==> src/hw/rtl/trdq_pkg.sv <==
`default_nettype none

package trdq_pkg;

    // queue geometry
    localparam int QUEUE_DEPTH = 16;
    localparam int FILL_W      = $clog2(QUEUE_DEPTH + 1);
    localparam int LEVEL_W     = 5;

    // field widths
    localparam int STAMP_W  = 48;
    localparam int COUNT_W  = 13;
    localparam int HANDLE_W = 16;
    localparam int SCORE_W  = 16;
    localparam int INC_W    = 10;

    localparam logic [STAMP_W-1:0] STAMP_MAX     = {STAMP_W{1'b1}};
    localparam logic [COUNT_W:0]   COUNT_MODULUS = 14'd5000;

    // opcodes
    localparam logic OP_PUSH = 1'b0;
    localparam logic OP_POP  = 1'b1;

    // result status codes
    localparam logic [3:0] ST_INSERTED  = 4'd0;
    localparam logic [3:0] ST_DUP       = 4'd1;
    localparam logic [3:0] ST_CONFLICT  = 4'd2;
    localparam logic [3:0] ST_LATE      = 4'd3;
    localparam logic [3:0] ST_DUP_LATE  = 4'd4;
    localparam logic [3:0] ST_INHIBITED = 4'd5;
    localparam logic [3:0] ST_EMPTY     = 4'd6;
    localparam logic [3:0] ST_RELEASED  = 4'd7;
    localparam logic [3:0] ST_BREAK     = 4'd8;

    // configuration register indexes
    localparam logic [2:0] CFG_DELAY_ENABLE  = 3'd0;
    localparam logic [2:0] CFG_RELEASE_DELAY = 3'd1;
    localparam logic [2:0] CFG_LATE_INC      = 3'd2;
    localparam logic [2:0] CFG_LATE_CEILING  = 3'd3;
    localparam logic [2:0] CFG_LATE_LIMIT    = 3'd4;
    localparam logic [2:0] CFG_BACKOFF       = 3'd5;

    // cell update modes
    localparam logic [1:0] CELL_HOLD        = 2'd0;
    localparam logic [1:0] CELL_INSERT      = 2'd1;
    localparam logic [1:0] CELL_INSERT_FULL = 2'd2;
    localparam logic [1:0] CELL_SHIFT       = 2'd3;

    typedef struct packed {
        logic [STAMP_W-1:0]  stamp;
        logic [COUNT_W-1:0]  count;
        logic [HANDLE_W-1:0] handle;
    } entry_t;

    // broadcast to every cell of the row
    typedef struct packed {
        logic [1:0] mode;
        entry_t     item;
    } cell_cmd_t;

endpackage

`default_nettype wire

==> src/hw/rtl/trdq_cell.sv <==
`default_nettype none

module trdq_cell (
    input  wire                 clk,
    input  trdq_pkg::cell_cmd_t cmd,
    input  wire                 occupied,
    input  wire                 left_ins,
    input  trdq_pkg::entry_t    left_entry,
    input  trdq_pkg::entry_t    right_post,
    input  trdq_pkg::entry_t    right_entry,
    output trdq_pkg::entry_t    entry,
    output trdq_pkg::entry_t    post,
    output logic                ins,
    output logic                match,
    output logic                same_count
);
    import trdq_pkg::*;

    entry_t entry_reg;
    entry_t entry_next;

    // new item belongs at or before this slot
    assign ins        = !occupied || (cmd.item.stamp < entry_reg.stamp);
    assign match      = occupied && (cmd.item.stamp == entry_reg.stamp);
    assign same_count = match && (cmd.item.count == entry_reg.count);

    // slot content after an insert, before any overflow shift
    always_comb
    begin
        if (!ins)
        begin
            post = entry_reg;
        end
        else if (left_ins)
        begin
            post = left_entry;
        end
        else
        begin
            post = cmd.item;
        end
    end

    // next slot content
    always_comb
    begin
        case (cmd.mode)
            CELL_HOLD:        entry_next = entry_reg;
            CELL_INSERT:      entry_next = post;
            CELL_INSERT_FULL: entry_next = right_post;
            CELL_SHIFT:       entry_next = right_entry;
            default:          entry_next = entry_reg;
        endcase
    end

    always_ff @(posedge clk)
    begin
        entry_reg <= entry_next;
    end

    assign entry = entry_reg;

endmodule

`default_nettype wire

==> config.mk <==
export PLATFORM = sky130hd
export DESIGN_NAME = trdq_cell
export DESIGN_NICKNAME = d
export VERILOG_FILES = /design/src/hw/rtl/trdq_pkg.sv /design/src/hw/rtl/trdq_cell.sv
export SDC_FILE = /design/constraint.sdc
export NUM_CORES = 1
export LEC_CHECK = 0
export ABC_CLOCK_PERIOD_IN_PS = 6300
export BUFFER_PORTS_ARGS = -buffer_cell sky130_fd_sc_hd__buf_4
export CAP_MARGIN = 30
export CELL_PAD_IN_SITES_DETAIL_PLACEMENT = 1
export CELL_PAD_IN_SITES_GLOBAL_PLACEMENT = 2
export CORE_MARGIN = 8
export CORE_UTILIZATION = 28
export CTS_BUF_LIST = sky130_fd_sc_hd__clkbuf_4
export DETAILED_ROUTE_END_ITERATION = 8
export PLACE_DENSITY_LB_ADDON = 0.05
export SKIP_LAST_GASP = 1
export SYNTH_ARGS = -nofsm -noshare
export SYNTH_HDL_FRONTEND = slang
export SYNTH_SLANG_ARGS = --single-unit
==> constraint.sdc <==
create_clock -name clk -period 6.3 [get_ports clk]
set_input_delay 0 -clock clk [delete_from_list [all_inputs] [get_ports clk]]
set_output_delay 0 -clock clk [all_outputs]
set_load 0.05 [all_outputs]
# ---- Word-level counts from Yosys, hierarchy flattened
# Cells that the tools add are included.
dict set report word_totals {
  reg_bits 77
  in_bits 313
  out_inout_bits 157
  elab_cells 17
}
dict set report op_classes {
  order_cmp 1
  eq_ne 5
  n_mux 3
  n_reduce_logical 5
}
# operator n
set op_table {}
lappend op_table {{$pmux W77 S3} 1}
lappend op_table {{$mux W77} 2}
lappend op_table {{$eq A48 B48 Y1} 1}
lappend op_table {{$lt A48 B48 Y1} 1}
lappend op_table {{$eq A13 B13 Y1} 1}
lappend op_table {{$eq A2 B2 Y1 const B} 2}
lappend op_table {{$eq A2 B1 Y1 const B} 1}
lappend op_table {{$logic_and A1 B1 Y1} 2}
lappend op_table {{$logic_not A2 Y1} 1}
lappend op_table {{$logic_not A1 Y1} 1}
lappend op_table {{$logic_or A1 B1 Y1} 1}

# ---- Longest topological paths before layout
dict set report depth {
  ltp_word 4
  ltp_mapped 11
  depth_no_buf 9
}

# ---- Worst setup path after synthesis
# Ideal clock, no wire load.
dict set report synth_path {
  path_kind {register to output}
  start {register entry_reg (netlist bit entry[44])}
  end {output port same_count}
  t_arrival_ns 3.504
  t_required_ns 6.300
  setup_slack_ns 2.796
  path_stages_with_launch 7
  path_buffers 0
  path_cell_list {edfxtp_1 inv_1 ha_1 nand4_1 or4_1 nor3_1 and3_1}
}
dict set report synth_via {
  elab_chain_len 3
}
# element line
set synth_lines {}
lappend synth_lines {{start: declaration} trdq_cell.sv:19} ;# entry_t entry_reg;
lappend synth_lines {{start signal: assignment} trdq_cell.sv:58} ;# entry_reg <= entry_next;
lappend synth_lines {{$eq A48 B48 Y1} trdq_cell.sv:24} ;# assign match = occupied && (cmd.item.stamp == entry_reg.stamp);
lappend synth_lines {{$logic_and A1 B1 Y1} trdq_cell.sv:24}
lappend synth_lines {{net match} trdq_cell.sv:14} ;# output logic match,
lappend synth_lines {{$logic_and A1 B1 Y1} trdq_cell.sv:25} ;# assign same_count = match && (cmd.item.count == entry_reg.count);
lappend synth_lines {{end: declaration} trdq_cell.sv:15} ;# output logic same_count
# The timed path passes the listed nets, and every way through them passes these cells.

==> metrics <==
sequential share of the synthesized area=28.52%; Area Growth Syn to Fin=62.92%; fillers=3275; Fin. Hold Viols=0; initial core utilization=28.32%; Post-Syn Area per Cell=10.22 um2; DR WL/cell=21.98 um; register share of total power=26.7%; GR Util All Layers=20.95%; Placement Cell Area=11950 um2; R2R depth=9; Worst Tran Pin Value=0.8804 ns; Psw=1291 uW; synth cell count leaders=mux2_2, a21oi_1, nor2_1; CP Cell Sequence=inv_1, ha_1, nand4_1, nor4_1, nand4_1, a31oi_2, or3_4, inv_4, buf_16, buf_4, mux2_2, buf_4; Iteration-0 DRC Markers=205; largest area contributor in the netlist=edfxtp_1; Clock Power Share=13.0%; final setup fails=0; Worst Path Arrival=4.30 ns; Worst R2R Setup Slack=2.77 ns; vias in the first global route=9089; Die ar.=34660 um2; number of distinct library cells after synthesis=36; core area=28630 um2; Num CTS Buffers=9; Via-to-Cell Ratio=4.734; clock sinks=77; internal power=1535 uW; DR vias=8199; first-pass GRT wire length=54990 um; fin crit share=68.30%; dpl hpwl=30500 um; Top-Level Pins=470; synthesized area=8108 um2; Critical Path RT=6.30 ns; dominant cells by area after synthesis=edfxtp_1, mux2_2, mux2i_1, ha_1, a21oi_1; Yosys warning count=0; Final nets=1702; Clock Skew=0.02671 ns; worst skew pair latency=0.44 ns; Rel. slew slack=41.31%; CTS resizes=0; Post-synth ARST share=0%; Slowest-stage cell, CP=nor4_1; htree depth=3; layout cells sized above 1=53.86%; FF+latch count, synth=77; Hold Path Depth=3; DRT Wirelength=38070 um; fmax=232.4 MHz; most common cell in the synthesized netlist=mux2_2; Reg area=2312 um2; Synth Flop Type=edfxtp_1; CP Launch Type=register; die width=186.2 um; leak pwr=0.006221 uW; row count=62; Syn Nets=1154; outcome=complete, no violations; deepest clock path buffer count=2; multi-input logic area=5343 um2; Logic pwr share=60.3%; CTS tree=yes; reg2reg end=entry[49]; Worst IR Drop VDD=0.1061 mV; r2r startpoint=entry[75]; RSZ-0062 raised after global routing=no; GPL Wtd Cong=0.7806; CTS Root Cell=clkbuf_4; Tmin final=4.303 ns; Worst Min Path Start=left_entry[24]; WHS=0.05233 ns; Port Buf Inserts=469; PD cells=214.0 nW/um2; fin area=13210 um2; CP endpoint kind=primary output; first-pass iteration count of the detailed router=4; initial antenna violation count=3; Syn Inst Count=793; max-cap violations=0; Setup TNS Final=0 ns; Hold Crit Class=input port to register; post-route ant nets=0; top-area cell type share of the netlist area=28.52%; Clock transition at path regs=0.13 ns; fin. max-slew vios=0; hold endpoint=entry[24]; number of flip-flops under the largest register name=77; DRC=0; GRT overflow=0; Crit Path Max Fanout=35; sw frac=45.68%; critical path class=register to primary output; largest net degree at the start of global routing=83; die height=186.2 um; Post-synth EDFFs=77; worst stage delay on the critical path=0.68 ns
-- timing repair --
| item | 4_1_cts | 5_1_grt |
|---|---|---|
| buffers inserted | 0 | 0 |
| hold buffers | 110 | 0 |
| hold endpoints to repair | 62 | 0 |
-- power by group through the flow --
| stage | clock, uW | sequential (uW) | combinational, uW |
|---|---|---|---|
| CTS | 387 | 757 | 1730 |
| global route | 398 | 768 | 1820 |
| detailed placement | 0 | 767 | 1650 |
| finish | 368 | 755 | 1700 |
| floorplan | 0 | 997 | 844 |
| global placement | 0 | 765 | 1640 |
-- logic make-up after synthesis --
logic type	synth area share, %
and+or+nand+nor	6.821
AOI/OAI and AO/OA	7.655
adders and majority gates	7.407
xor gates and xnor gates	1.404
DFF	28.52
buffers and inverters	5.694
muxes	42.50
-- critical path, delay by kind of cell (launching register included) --
family                     cells  cell delay, ns
and+or+nand+nor                4            1.40
buffers and inverters          5            0.95
DFF                            1            0.44
muxes                          1            0.31
AOI/OAI and AO/OA              1            0.43
adders and majority gates      1            0.31
-- metrics by stage --
step                      worst slack (ns)  instances  util, %  power, uW
after floorplan                      2.796        793        -       1841
after global placement               2.333       1603    41.63       2405
after detailed placement             2.374       1604    41.73       2422
after CTS                            1.820       1730    46.13       2870
after global routing                 1.699       1732    46.14       2983
final                                1.997       1732    46.14       2826
-- final cells by class --
class | count | area share [%]
multi-input cells | 612 | 40.45
clock buffers | 11 | 0.6252
repair buffers | 588 | 35.65
inverters | 53 | 1.525
flip-flops and latches | 77 | 17.51
clock inverters | 5 | 0.5683
well taps | 384 | 3.637
diodes | 2 | 0.03789
-- cell usage in the layout (no fill, tap or decap), types with 2 or more instances in the layout --
master / Yosys / layout
a21o_1: 2 / 2
a21oi_1: 97 / 97
a221oi_1: 2 / 2
buf_4: 0 / 477
bufinv_16: 0 / 2
clkbuf_4: 0 / 11
clkinv_1: 0 / 2
diode_2: 0 / 2
dlygate4sd3_1: 0 / 110
edfxtp_1: 77 / 77
ha_1: 48 / 48
inv_1: 52 / 52
mux2_2: 198 / 198
mux2_4: 29 / 29
mux2i_1: 78 / 78
nand2_1: 19 / 19
nand3_1: 4 / 4
nand4_1: 10 / 10
nor2_1: 82 / 82
nor3_1: 2 / 2
nor4_1: 5 / 4
o21ai_0: 9 / 9
xnor2_1: 8 / 8
xor2_1: 5 / 5
-- per-layer routing --
layer | vias up | part of all wire (%) | global-route usage [%]
li1 | 4016 | - | -
met1 | 3843 | 38 | 22.84
met2 | 302 | 52 | 38.94
met3 | 36 | 8.2 | 6.216
met4 | 2 | 1.9 | 5.430
met5 | - | 0.034 | 0
-- worst max path at each step --
stage,start,endpoint,slack [ns],depth (start not counted)
global route,entry[75],post[5],1.70,12
floorplan,entry[44],same_count,2.80,6
detailed placement,entry[75],post[17],2.37,12
finish,entry[75],post[5],2.00,12
global placement,entry[76],post[8],2.33,11
CTS,entry[75],post[17],1.82,12
Note: power is estimated with default switching activity, not from simulation.
